--- src/sv/clipped_rect_pixel_writer_unit_defines.svh ---
// Assertion macros shared by the pixel writer RTL.
// Included by the modules that carry concurrent checks; no other dependencies.
`ifndef CLIPPED_RECT_PIXEL_WRITER_UNIT_DEFINES_SVH
`define CLIPPED_RECT_PIXEL_WRITER_UNIT_DEFINES_SVH
`ifndef SYNTHESIS
// Check a property at every rising edge outside reset.
`define CRPW_ASSERT(lbl, clk, rst_n, prop) \
  lbl: assert property (@(posedge clk) disable iff (!rst_n) (prop)) \
    else $error("%m: check failed");
// Check a property at every rising edge, reset included.
`define CRPW_ASSERT_ALWAYS(lbl, clk, prop) \
  lbl: assert property (@(posedge clk) (prop)) \
    else $error("%m: check failed");
`else
`define CRPW_ASSERT(lbl, clk, rst_n, prop)
`define CRPW_ASSERT_ALWAYS(lbl, clk, prop)
`endif
`endif

--- src/sv/crpw_pkg.sv ---
// Types, widths and codes shared by the pixel writer modules.
// No dependencies.
`default_nettype none
package crpw_pkg;

  localparam int COORD_BITS = 16;
  localparam int COUNT_BITS = 48;

  localparam int POS_W   = COORD_BITS + 1;   // origin + cursor, no wrap
  localparam int SCR_W   = 16;
  localparam int ADDR_W  = 48;
  localparam int COLOR_W = 24;
  localparam int BCNT_W  = 3;
  localparam int WCNT_W  = 48;
  localparam int OP_W    = 2;
  localparam int CIDX_W  = 3;
  localparam int CDATA_W = 48;

  localparam int PROD_W = POS_W + SCR_W;
  localparam int XOFF_W = POS_W + 2;
  localparam int CMP_W  = (POS_W > SCR_W) ? POS_W : SCR_W;

  localparam int IN_DATA_W  = ((4 * COORD_BITS + COLOR_W + 7) / 8) * 8;
  localparam int OUT_DATA_W = ((ADDR_W + COLOR_W + BCNT_W + WCNT_W + 7) / 8) * 8;

  localparam int Q_DEPTH = 4;
  localparam int Q_PTR_W = $clog2(Q_DEPTH);
  localparam int Q_CNT_W = $clog2(Q_DEPTH + 1);

  localparam logic [BCNT_W-1:0] BYTES_3 = BCNT_W'(3);
  localparam logic [BCNT_W-1:0] BYTES_4 = BCNT_W'(4);

  localparam logic [COLOR_W-1:0] COLOR_MASK = 24'hFF_FFFF;

  // Configuration register indexes
  localparam logic [CIDX_W-1:0] REG_SCREEN_WIDTH  = 3'd0;
  localparam logic [CIDX_W-1:0] REG_SCREEN_HEIGHT = 3'd1;
  localparam logic [CIDX_W-1:0] REG_ROW_PITCH     = 3'd2;
  localparam logic [CIDX_W-1:0] REG_FOUR_BYTE     = 3'd3;
  localparam logic [CIDX_W-1:0] REG_DISP_EN       = 3'd4;
  localparam logic [CIDX_W-1:0] REG_VRAM_BASE     = 3'd5;

  typedef enum logic [OP_W-1:0] {
    OP_BEGIN = 2'd0,
    OP_PIXEL = 2'd1,
    OP_PUT   = 2'd2
  } op_t;

  // One pixel waiting for address generation
  typedef struct packed {
    logic [POS_W-1:0]   x;
    logic [POS_W-1:0]   y;
    logic [COLOR_W-1:0] color;
    logic               last;
  } pix_t;

  // Screen setup seen by the back end
  typedef struct packed {
    logic [SCR_W-1:0]  screen_width;
    logic [SCR_W-1:0]  screen_height;
    logic [SCR_W-1:0]  row_pitch;
    logic              four_byte;
    logic              disp_en;
    logic [ADDR_W-1:0] vram_base;
  } cfg_t;

  // Finished result
  typedef struct packed {
    logic               write_valid;
    logic [ADDR_W-1:0]  byte_address;
    logic [COLOR_W-1:0] write_data;
    logic [BCNT_W-1:0]  byte_count;
    logic               rect_last;
    logic [WCNT_W-1:0]  written_count;
  } res_t;

endpackage
`default_nettype wire

--- src/sv/crpw_front.sv ---
// Front end: decodes requests, walks the rectangle cursor, forms pixel coordinates.
// Depends on crpw_pkg.
`default_nettype none
module crpw_front (
  input  wire logic                         clk,
  input  wire logic                         rst_n,
  input  wire logic                         acc,
  input  wire crpw_pkg::op_t                op,
  input  wire logic [crpw_pkg::COORD_BITS-1:0] pos_x,
  input  wire logic [crpw_pkg::COORD_BITS-1:0] pos_y,
  input  wire logic [crpw_pkg::COORD_BITS-1:0] rect_w,
  input  wire logic [crpw_pkg::COORD_BITS-1:0] rect_h,
  input  wire logic [crpw_pkg::COLOR_W-1:0]    color,
  output logic                              push,
  output crpw_pkg::pix_t                    pix
);
  import crpw_pkg::*;

  logic [COORD_BITS-1:0] origin_col_r, origin_col_nxt;
  logic [COORD_BITS-1:0] origin_row_r, origin_row_nxt;
  logic [COORD_BITS-1:0] span_w_r, span_w_nxt;
  logic [COORD_BITS-1:0] span_h_r, span_h_nxt;
  logic [COORD_BITS-1:0] cursor_col_r, cursor_col_nxt;
  logic [COORD_BITS-1:0] cursor_row_r, cursor_row_nxt;
  logic                  active_r, active_nxt;

  logic [POS_W-1:0] col_inc;
  logic [POS_W-1:0] row_inc;

  assign col_inc = {1'b0, cursor_col_r} + POS_W'(1);
  assign row_inc = {1'b0, cursor_row_r} + POS_W'(1);

  always_comb begin
    origin_col_nxt = origin_col_r;
    origin_row_nxt = origin_row_r;
    span_w_nxt     = span_w_r;
    span_h_nxt     = span_h_r;
    cursor_col_nxt = cursor_col_r;
    cursor_row_nxt = cursor_row_r;
    active_nxt     = active_r;
    push           = 1'b0;
    pix.x          = {1'b0, origin_col_r} + {1'b0, cursor_col_r};
    pix.y          = {1'b0, origin_row_r} + {1'b0, cursor_row_r};
    pix.color      = color & COLOR_MASK;
    pix.last       = 1'b0;
    case (op)
      OP_BEGIN: begin
        if (acc) begin
          origin_col_nxt = pos_x;
          origin_row_nxt = pos_y;
          span_w_nxt     = rect_w;
          span_h_nxt     = rect_h;
          cursor_col_nxt = '0;
          cursor_row_nxt = '0;
          active_nxt     = (rect_w != '0) && (rect_h != '0);
        end
      end
      OP_PIXEL: begin
        if (acc && active_r) begin
          push = 1'b1;
          if (col_inc >= {1'b0, span_w_r}) begin
            cursor_col_nxt = '0;
            if (row_inc >= {1'b0, span_h_r}) begin
              cursor_row_nxt = '0;
              active_nxt     = 1'b0;
              pix.last       = 1'b1;
            end else begin
              cursor_row_nxt = row_inc[COORD_BITS-1:0];
            end
          end else begin
            cursor_col_nxt = col_inc[COORD_BITS-1:0];
          end
        end
      end
      OP_PUT: begin
        push  = acc;
        pix.x = {1'b0, pos_x};
        pix.y = {1'b0, pos_y};
      end
      default: begin
        push = 1'b0;
      end
    endcase
  end

  always_ff @(posedge clk) begin
    if (!rst_n) begin
      origin_col_r <= '0;
      origin_row_r <= '0;
      span_w_r     <= '0;
      span_h_r     <= '0;
      cursor_col_r <= '0;
      cursor_row_r <= '0;
      active_r     <= 1'b0;
    end else begin
      origin_col_r <= origin_col_nxt;
      origin_row_r <= origin_row_nxt;
      span_w_r     <= span_w_nxt;
      span_h_r     <= span_h_nxt;
      cursor_col_r <= cursor_col_nxt;
      cursor_row_r <= cursor_row_nxt;
      active_r     <= active_nxt;
    end
  end

endmodule
`default_nettype wire

--- src/sv/crpw_queue.sv ---
// Short pixel queue between front and back ends.
// Depends on crpw_pkg and the assertion macro header.
`default_nettype none
`include "clipped_rect_pixel_writer_unit_defines.svh"
module crpw_queue (
  input  wire logic           clk,
  input  wire logic           rst_n,
  input  wire logic           push,
  input  wire crpw_pkg::pix_t push_pix,
  output logic                full,
  input  wire logic           pop,
  output logic                head_valid,
  output crpw_pkg::pix_t      head_pix
);
  import crpw_pkg::*;

  pix_t               slot_r [Q_DEPTH];
  logic [Q_PTR_W-1:0] wr_ptr_r, wr_ptr_nxt;
  logic [Q_PTR_W-1:0] rd_ptr_r, rd_ptr_nxt;
  logic [Q_CNT_W-1:0] cnt_r, cnt_nxt;

  assign full       = (cnt_r == Q_CNT_W'(Q_DEPTH));
  assign head_valid = (cnt_r != '0);
  assign head_pix   = slot_r[rd_ptr_r];

  always_comb begin
    wr_ptr_nxt = push ? wr_ptr_r + Q_PTR_W'(1) : wr_ptr_r;
    rd_ptr_nxt = pop  ? rd_ptr_r + Q_PTR_W'(1) : rd_ptr_r;
    cnt_nxt    = cnt_r;
    if (push && !pop) begin
      cnt_nxt = cnt_r + Q_CNT_W'(1);
    end else if (pop && !push) begin
      cnt_nxt = cnt_r - Q_CNT_W'(1);
    end
  end

  always_ff @(posedge clk) begin
    if (push) begin
      slot_r[wr_ptr_r] <= push_pix;
    end
  end

  always_ff @(posedge clk) begin
    if (!rst_n) begin
      wr_ptr_r <= '0;
      rd_ptr_r <= '0;
      cnt_r    <= '0;
    end else begin
      wr_ptr_r <= wr_ptr_nxt;
      rd_ptr_r <= rd_ptr_nxt;
      cnt_r    <= cnt_nxt;
    end
  end

  `CRPW_ASSERT(a_q_cnt_bound, clk, rst_n, cnt_r <= Q_CNT_W'(Q_DEPTH))
  `CRPW_ASSERT(a_q_pop_nonempty, clk, rst_n, pop |-> head_valid)
  `CRPW_ASSERT(a_q_push_step, clk, rst_n, (push && !pop) |=> (cnt_r == $past(cnt_r) + Q_CNT_W'(1)))

endmodule
`default_nettype wire

--- src/sv/crpw_back.sv ---
// Back end: clips, multiplies out the address, packs data and counts writes.
// Depends on crpw_pkg and the assertion macro header.
`default_nettype none
`include "clipped_rect_pixel_writer_unit_defines.svh"
module crpw_back (
  input  wire logic           clk,
  input  wire logic           rst_n,
  input  wire crpw_pkg::cfg_t cfg,
  input  wire logic           head_valid,
  input  wire crpw_pkg::pix_t head_pix,
  output logic                pop,
  output logic                res_valid,
  input  wire logic           res_ready,
  output crpw_pkg::res_t      res
);
  import crpw_pkg::*;

  // stage 1: clip decision and partial products
  logic               s1_valid_r, s1_valid_nxt;
  logic               s1_keep_r;
  logic [PROD_W-1:0]  s1_prod_r;
  logic [XOFF_W-1:0]  s1_xoff_r;
  logic [COLOR_W-1:0] s1_color_r;
  logic               s1_last_r;

  // output register
  logic               o_valid_r, o_valid_nxt;
  res_t               o_res_r;
  logic [COUNT_BITS-1:0] total_r, total_nxt;

  logic keep;
  logic [XOFF_W-1:0] xoff;
  logic o_load;
  logic s1_load;

  assign o_load  = !o_valid_r || res_ready;
  assign s1_load = !s1_valid_r || o_load;
  assign pop     = head_valid && s1_load;

  assign keep = cfg.disp_en
             && (CMP_W'(head_pix.x) < CMP_W'(cfg.screen_width))
             && (CMP_W'(head_pix.y) < CMP_W'(cfg.screen_height));

  // x*3 as x*2 + x, x*4 as a shift
  assign xoff = cfg.four_byte ? {head_pix.x, 2'b00}
                              : ({1'b0, head_pix.x, 1'b0} + XOFF_W'(head_pix.x));

  assign s1_valid_nxt = s1_load ? head_valid : s1_valid_r;
  assign o_valid_nxt  = o_load ? s1_valid_r : o_valid_r;
  assign total_nxt    = (s1_keep_r) ? total_r + COUNT_BITS'(1) : total_r;

  always_ff @(posedge clk) begin
    if (s1_load) begin
      s1_keep_r  <= keep;
      s1_prod_r  <= PROD_W'(head_pix.y) * PROD_W'(cfg.row_pitch);
      s1_xoff_r  <= xoff;
      s1_color_r <= head_pix.color;
      s1_last_r  <= head_pix.last;
    end
  end

  always_ff @(posedge clk) begin
    if (o_load && s1_valid_r) begin
      o_res_r.write_valid  <= s1_keep_r;
      o_res_r.byte_address <= s1_keep_r
        ? cfg.vram_base + ADDR_W'(s1_prod_r) + ADDR_W'(s1_xoff_r) : '0;
      o_res_r.write_data   <= s1_keep_r ? s1_color_r : '0;
      o_res_r.byte_count   <= cfg.four_byte ? BYTES_4 : BYTES_3;
      o_res_r.rect_last    <= s1_last_r;
      o_res_r.written_count <= WCNT_W'(total_nxt);
    end
  end

  always_ff @(posedge clk) begin
    if (!rst_n) begin
      s1_valid_r <= 1'b0;
      o_valid_r  <= 1'b0;
      total_r    <= '0;
    end else begin
      s1_valid_r <= s1_valid_nxt;
      o_valid_r  <= o_valid_nxt;
      if (o_load && s1_valid_r) begin
        total_r <= total_nxt;
      end
    end
  end

  assign res_valid = o_valid_r;
  assign res       = o_res_r;

  `CRPW_ASSERT(a_back_drop_zero, clk, rst_n, (o_valid_r && !o_res_r.write_valid) |-> (o_res_r.byte_address == '0 && o_res_r.write_data == '0))
  `CRPW_ASSERT(a_back_bytes, clk, rst_n, o_valid_r |-> (o_res_r.byte_count == BYTES_3 || o_res_r.byte_count == BYTES_4))
  `CRPW_ASSERT(a_back_hold, clk, rst_n, (o_valid_r && !res_ready) |=> (o_valid_r && $stable(o_res_r)))

endmodule
`default_nettype wire

--- src/sv/clipped_rect_pixel_writer_unit.sv ---
// Clipped rectangle pixel writer: one framebuffer store request per pixel, at one pixel
// per clock while out_tready keeps up. A request enters every cycle while the four-entry
// pixel queue has room; a kept or clipped pixel is written into the queue at the edge
// that accepts it and then passes the queue slot, address stage and output register in
// that order; the output register lets the next request in while a result waits. The
// address stage holds the single y*pitch multiplier; a begin request and reserved opcodes
// give no result. Write configuration only while no request is in flight. Depends on
// crpw_pkg, crpw_front, crpw_queue and crpw_back.
`default_nettype none
module clipped_rect_pixel_writer_unit (
  input  wire logic                              clk,
  input  wire logic                              rst_n,
  // request channel
  input  wire logic                              in_tvalid,
  output logic                                   in_tready,
  // tdata: pos_x, pos_y, rect_w, rect_h, color (lowest first)
  input  wire logic [crpw_pkg::IN_DATA_W-1:0]    in_tdata,
  // tuser: opcode
  input  wire logic [crpw_pkg::OP_W-1:0]         in_tuser,
  // result channel
  output logic                                   out_tvalid,
  input  wire logic                              out_tready,
  // tdata: byte_address, write_data, byte_count, written_count (lowest first)
  output logic [crpw_pkg::OUT_DATA_W-1:0]        out_tdata,
  // tuser: write_valid
  output logic                                   out_tuser,
  // tlast: rect_last
  output logic                                   out_tlast,
  // configuration write channel
  input  wire logic                              cfg_valid,
  output logic                                   cfg_ready,
  input  wire logic [crpw_pkg::CIDX_W-1:0]       cfg_index,
  input  wire logic [crpw_pkg::CDATA_W-1:0]      cfg_data
);
  import crpw_pkg::*;

  cfg_t cfg_r, cfg_nxt;

  logic in_acc;
  logic push;
  pix_t push_pix;
  logic q_full;
  logic pop;
  logic head_valid;
  pix_t head_pix;
  res_t res;

  // Register writes are always taken
  assign cfg_ready = 1'b1;

  always_comb begin
    cfg_nxt = cfg_r;
    if (cfg_valid) begin
      case (cfg_index)
        REG_SCREEN_WIDTH:  cfg_nxt.screen_width  = cfg_data[SCR_W-1:0];
        REG_SCREEN_HEIGHT: cfg_nxt.screen_height = cfg_data[SCR_W-1:0];
        REG_ROW_PITCH:     cfg_nxt.row_pitch     = cfg_data[SCR_W-1:0];
        REG_FOUR_BYTE:     cfg_nxt.four_byte     = cfg_data[0];
        REG_DISP_EN:       cfg_nxt.disp_en       = cfg_data[0];
        REG_VRAM_BASE:     cfg_nxt.vram_base     = cfg_data[ADDR_W-1:0];
        default:           cfg_nxt = cfg_r;   // drop writes past the register list
      endcase
    end
  end

  always_ff @(posedge clk) begin
    if (!rst_n) begin
      cfg_r.screen_width  <= '0;
      cfg_r.screen_height <= '0;
      cfg_r.row_pitch     <= '0;
      cfg_r.four_byte     <= 1'b1;
      cfg_r.disp_en       <= 1'b0;
      cfg_r.vram_base     <= '0;
    end else begin
      cfg_r <= cfg_nxt;
    end
  end

  // Accept a request whenever the queue has room
  assign in_tready = !q_full;
  assign in_acc    = in_tvalid && in_tready;

  crpw_front u_front (
    .clk    (clk),
    .rst_n  (rst_n),
    .acc    (in_acc),
    .op     (op_t'(in_tuser)),
    .pos_x  (in_tdata[COORD_BITS-1:0]),
    .pos_y  (in_tdata[2*COORD_BITS-1:COORD_BITS]),
    .rect_w (in_tdata[3*COORD_BITS-1:2*COORD_BITS]),
    .rect_h (in_tdata[4*COORD_BITS-1:3*COORD_BITS]),
    .color  (in_tdata[4*COORD_BITS+COLOR_W-1:4*COORD_BITS]),
    .push   (push),
    .pix    (push_pix)
  );

  crpw_queue u_queue (
    .clk        (clk),
    .rst_n      (rst_n),
    .push       (push),
    .push_pix   (push_pix),
    .full       (q_full),
    .pop        (pop),
    .head_valid (head_valid),
    .head_pix   (head_pix)
  );

  crpw_back u_back (
    .clk        (clk),
    .rst_n      (rst_n),
    .cfg        (cfg_r),
    .head_valid (head_valid),
    .head_pix   (head_pix),
    .pop        (pop),
    .res_valid  (out_tvalid),
    .res_ready  (out_tready),
    .res        (res)
  );

  // Pack the result, lowest field first, zero padded to whole bytes
  assign out_tdata = OUT_DATA_W'({res.written_count, res.byte_count,
                                  res.write_data, res.byte_address});
  assign out_tuser = res.write_valid;
  assign out_tlast = res.rect_last;

endmodule
`default_nettype wire

--- config.mk ---
export PLATFORM = sky130hd
export DESIGN_NAME = clipped_rect_pixel_writer_unit
export DESIGN_NICKNAME = d
export VERILOG_FILES = /design/src/sv/crpw_pkg.sv /design/src/sv/crpw_front.sv /design/src/sv/crpw_queue.sv /design/src/sv/crpw_back.sv /design/src/sv/clipped_rect_pixel_writer_unit.sv
export VERILOG_INCLUDE_DIRS = /design/src /design/src/sv
export SDC_FILE = /design/constraint.sdc
export NUM_CORES = 2
export LEC_CHECK = 0
export ABC_CLOCK_PERIOD_IN_PS = 17760
export BUFFER_PORTS_ARGS = -buffer_cell sky130_fd_sc_hd__buf_2
export CELL_PAD_IN_SITES_DETAIL_PLACEMENT = 2
export CELL_PAD_IN_SITES_GLOBAL_PLACEMENT = 2
export CORE_ASPECT_RATIO = 1.2
export CORE_MARGIN = 2
export CORE_UTILIZATION = 44
export CTS_BUF_LIST = sky130_fd_sc_hd__clkbuf_16
export DETAILED_ROUTE_END_ITERATION = 8
export PLACE_DENSITY = 0.82
export SLEW_MARGIN = 20
export SYNTH_ARGS = -nofsm -noshare
export SYNTH_HDL_FRONTEND = slang
export SYNTH_SLANG_ARGS = --single-unit
--- constraint.sdc ---
create_clock -name clk -period 17.76 [get_ports clk]
set_input_delay 5.328 -clock clk [delete_from_list [all_inputs] [get_ports clk]]
set_output_delay 5.328 -clock clk [all_outputs]
set_load 0.005 [all_outputs]
---- Yosys cells after proc, flatten, opt, wreduce, memory -nomap -nowiden ----
Memory sizes are Yosys's and may differ from the RTL's. A register that Yosys moved wholly into a read port is not among the register bits.
Cells that the tools add are included.
word-level totals
  output and inout port bits .............. 133
  input port bits ......................... 146
  memory bits (writable) .................. 236
  flip-flop bits (word level) ............. 455
  memories kept ........................... 1
  logic and storage cells ................. 123
memories
  memory          depth  width  read ports  clocked after memory_dff  write ports  line              source
  u_queue.slot_r  4      59     1           1                         1            crpw_queue.sv:17  pix_t slot_r [Q_DEPTH];
cells by class
  reduce and logical (&&, ||, !) cells .... 33
  add/sub/neg operators ................... 12
  equal/unequal tests ..................... 12
  multipliers ............................. 1
  muxes and demuxes ....................... 29
  order comparisons ....................... 4
operator list
  cell                                           number
  two-way mux 16 bit                             6
  case mux 16 bit (2 select lines)               2
  adder 48 x 1 -> 48 bit, second input constant  1
  adder 48 x 19 -> 48 bit                        1
  adder 48 x 33 -> 48 bit                        1
  two-way mux 48 bit                             1
  adder 16 x 1 -> 17 bit, second input constant  2
  adder 16 x 16 -> 17 bit                        2
  greater-or-equal comparator 17 x 16 -> 1 bit   2
  < comparator 17 x 16 -> 1 bit                  2
  two-way mux 34 bit                             1
  multiplier 17 x 16 -> 33 bit                   1
  nonzero test 16 bit                            2
  adder 18 x 17 -> 19 bit                        1
  two-way mux 19 bit                             1
  AND reduction 2 bit                            7
  two-way mux 1 bit                              11
  == test 3 bit, second input constant           3
  logical AND 1 bit                              9
  two-way mux 3 bit                              3
  != test 2 x 1 -> 1 bit, second input constant  4
  == test 3 x 2 -> 1 bit, second input constant  2
  zero test 1 bit                                5
  AND reduction 5 bit                            1
  15 further kinds                               20

---- Longest topological paths before layout ----
  word-level depth ........................ 10
  gate-level depth with buffers ........... 27
  gate-level depth less buffers ........... 24

---- By module ----
A second synthesis with hierarchy kept.
second synthesis, totals
  cell total of the unflattened synthesis .. 3877
  area total of the unflattened synthesis .. 42129.2 um^2
by module, submodules not included
  module                          area each (um^2)  sequential area each (um^2)  cells each  times used
  crpw_back                       22544.1           7066.8                       2225        1
  crpw_queue                      8973.6            7267.0                       352         1
  crpw_front                      6832.8            1941.9                       913         1
  clipped_rect_pixel_writer_unit  3778.6            1961.9                       387         1

---- Worst setup path before layout ----
Ideal clock, no wire load.
  path type ............................... input -> register
  from .................................... input out_tready
  to ...................................... register u_back.total_r[10]
  stages on the path ...................... 7
  data arrival time ....................... 9.898 ns
  slack ................................... 7.747 ns
  setup time .............................. 0.115 ns
  required time ........................... 17.645 ns
  buffers on the path ..................... 1
  cell sequence ........................... nor2b_1 > nand2b_1 > inv_1 > clkbuf_1 > nand2_1 > xnor2_1 > and2_1
on the way
  cells in the longest elaborated chain, start to end .. 2
ends and longest elaborated chain
  item                  line                                  source
  from (decl)           clipped_rect_pixel_writer_unit.sv:22  input wire logic out_tready,
  logical OR 1 bit      crpw_back.sv:36                       assign o_load = !o_valid_r || res_ready;
  logical AND 1 bit     crpw_back.sv:82                       if (o_load && s1_valid_r) begin
  to (signal assigned)  crpw_back.sv:83                       total_r <= total_nxt;
  to (decl)             crpw_back.sv:29                       logic [COUNT_BITS-1:0] total_r, total_nxt;
Every way passes these cells.
A chain may end at the register's enable or synchronous reset.

==> results_dict.tcl <==
set metrics [dict create \
    status "finished clean" \
    power_frac_seq 0.396 \
    min_from "u_back.s1_last_r" \
    syn_to_final_growth_pct 12.2 \
    cts_tree "built" \
    place.gp.congestion 0.817 \
    cp_slowest_cell "mux4_2" \
    combPwrFrac 0.288 \
    cts_made_buffers 79 \
    layout-drive-gt1-share 0.124 \
    syn-cell-area_um2 41800 \
    fin_skew_ns 0.0396 \
    grt_pass1_vias 35200 \
    setup_tns_ns 0 \
    rows 123 \
    clock_latency_ns 0.66 \
    grt_max_degree 90 \
    ys_types 78 \
    fp.dieW_um 285 \
    overflow 0 \
    required_ns 18.16 \
    die_h_um 342 \
    drt_pass1_iterations 5 \
    mostFrequentLayoutCells "nand2_1 (638), edfxtp_1 (438), inv_1 (382), ha_1 (274), buf_2 (271)" \
    finalHoldViolCount 0 \
    r2r_slack_ns 9.23 \
    avgSynthCellArea_um2 10.7 \
    start_util 0.445 \
    whs_ns 0.451 \
    cp_num_cells 22 \
    viasPerCell 5.61 \
    yosys_most_used_dff "edfxtp_1" \
    synth_edf_count 438 \
    min_to "u_back.res[48]" \
    register_area_um2 18200 \
    core_area_um2 94000 \
    ios 279 \
    cts_buffer_depth 3 \
    critPathTopFamily "adder cells" \
    drt_iter0_drc 1473 \
    pwr-share-clk 0.315 \
    ys_warn_count 0 \
    relSlewSlack 0.237 \
    finalMaxSlewViolations 0 \
    track_usage 0.287 \
    max_clock_freq_mhz 117 \
    drt-total-wl_um 140000 \
    p_int_mw 3.35 \
    fin_area_um2 46900 \
    wl_per_cell_um 25.7 \
    dpl.cell_count 5308 \
    drtAntennaViolNets 0 \
    via_count 30700 \
    cp.arrival_ns 8.93 \
    maxCapViolCount 0 \
    p_switching_mw 1.79 \
    crit_path_end_kind "register" \
    powerDensity_nw_per_um2 109 \
    vdd_ir_drop_max_mv 0.0738 \
    grt_setup_unrepaired "no" \
    async_flop_share 0 \
    setup_viol 0 \
    syn_inst 3916 \
    crit_chain "buf_4, mux4_2, and2_1, fa_1, inv_1, fa_1, fa_1, inv_1, fa_1, fa_1, inv_1, fa_1, inv_1, ha_1, and4_1, a31oi_1, a21boi_1, o31ai_1, a31oi_1, nand2b_1, a211oi_2, xnor2_1" \
    grt_antenna_before_repair 9 \
    fill_cells 9625 \
    worstMarginPinSlew_ns 1.13 \
    cts-hold-fix-buffers 0 \
    post_cts_buffers 0 \
    final_cells 5462 \
    critPathBufInv 5 \
    timing.rr.end "u_back.s1_prod_r[31]" \
    post-route-drc-count 0 \
    final_common_cell "nand2_1" \
    path_clk_slew_ns 0.07 \
    port_buffers 272 \
    grt_pass1_wl_um 214000 \
    die-area_um2 97500 \
    hp-class "reg -> reg" \
    min_period_ns 8.53 \
    min_period_over_period 0.480 \
    dp.final_hpwl_um 102000 \
    p_leak_nw 19.2 \
    synth_seq_cells 692 \
    cts-resized-gates 0 \
    placed_area_um2 44400 \
    cpMostUsedCell "fa_1" \
    critPathLaunchType "register" \
    reg2reg_depth 22 \
    cts_sinks 692 \
    slowest_delay_ns 0.81 \
    critPathKind "reg -> reg" \
    yosysSeqAreaShare 0.436 \
    clock_tree.root_cell "clkbuf_16" \
    nets 4792 \
    htreeDepth 3 \
    multiInputGateArea_um2 21600 \
    swShare 0.348 \
    crit_fanout 32 \
    hold_depth 0 \
]
-- power by group through the flow --
stage,Clock (mW),Combinational [mW],Sequential [mW]
2_1_floorplan,0,0.907,2.03
3_3_place_gp,0,1.39,2.06
3_5_place_dp,0,1.46,2.07
4_1_cts,1.65,1.49,2.04
5_1_grt,1.71,1.61,2.05
6_report,1.62,1.48,2.04
-- state kept, by name, indices dropped and copies added, names as in the netlist, 2 cells and up, named ones only --
signal / flops
u_front.origin_row_r: 16
u_back.total_r: 48
u_front.span_w_r: 16
u_back.s1_xoff_r: 19
u_back.res: 124
u_front.cursor_col_r: 16
u_front.cursor_row_r: 16
cfg_r: 98
u_front.span_h_r: 16
u_back.s1_color_r: 24
u_queue.cnt_r: 3
u_queue.slot_r: 236
u_queue.rd_ptr_r: 2
u_front.origin_col_r: 16
u_queue.wr_ptr_r: 2
u_back.s1_prod_r: 33
-- final cells by class --
| type | count | area share |
|---|---|---|
| inverter | 369 | 0.0296 |
| clock inverter | 66 | 0.0105 |
| multi-input combinational | 2696 | 0.460 |
| antenna | 6 | 0.000320 |
| tap | 1250 | 0.0333 |
| sequential | 692 | 0.389 |
| timing repair buffer | 301 | 0.0338 |
| clock buffer | 82 | 0.0437 |
-- how the worst max path moves through the flow --
stage / start / endpoint / slack, ns
finish: register / u_back.s1_prod_r[31] / 9.23
global route: register / u_back.s1_prod_r[31] / 8.73
floorplan: out_tready / u_back.total_r[10] / 7.75
detailed placement: register / u_back.s1_prod_r[31] / 9.05
global placement: register / u_back.s1_prod_r[31] / 9.41
CTS: register / u_back.s1_prod_r[31] / 9.07
-- layer usage --
layer	global-route usage	vias up	routed length [um]
met4	0.112	8	5540
li1	-	13800	-
met3	0.0369	268	4680
met1	0.330	15900	55100
met2	0.538	681	74900
met5	0	-	47
-- cell families (layout without fill, tap and decap cells) --
logic type | after synthesis | count (layout) | share of synthesized area
AND/OR/NAND/NOR | 1309 | 1309 | 0.148
flip-flops | 692 | 692 | 0.436
AO/OA/AOI/OAI | 592 | 592 | 0.0948
buffers and inverters | 532 | 818 | 0.0489
adder cells (fa/ha/maj) | 507 | 507 | 0.193
XOR/XNOR | 208 | 208 | 0.0436
multiplexers | 74 | 74 | 0.0355
other | 2 | 12 | 0.000180
-- through the flow --
stage                     setup WS, ns  total power, mW   util
final                             9.23             5.14  0.499
after global routing              8.73             5.37  0.499
after CTS                         9.07             5.18  0.499
after detailed placement          9.05             3.53  0.472
after global placement            9.41             3.45  0.472
after floorplan                   7.75             2.94      -
-- Yosys cell counts (all sizes together) (21+ instances only) --
| cell | instances | area [um2] |
|---|---|---|
| nand2 | 640 | 2400 |
| nor2b | 29 | 181 |
| edfxtp | 438 | 13200 |
| and3 | 29 | 181 |
| mux4 | 59 | 1330 |
| ha | 275 | 3440 |
| dfxtp | 254 | 5080 |
| nand4 | 32 | 213 |
| clkbuf | 133 | 499 |
| xor2 | 94 | 823 |
| o21ai | 99 | 495 |
| and2 | 201 | 1260 |
| nor3 | 42 | 220 |
| or3 | 33 | 211 |
| buf | 30 | 163 |
| fa | 232 | 4640 |
| nand3 | 90 | 455 |
| inv | 368 | 1380 |
| xnor2 | 114 | 998 |
| a31oi | 21 | 131 |
| a21boi | 197 | 1480 |
| a21o | 48 | 360 |
| a21oi | 110 | 554 |
| o21a | 29 | 218 |
| nor2 | 151 | 582 |
Power figures use the tool's default switching activity.
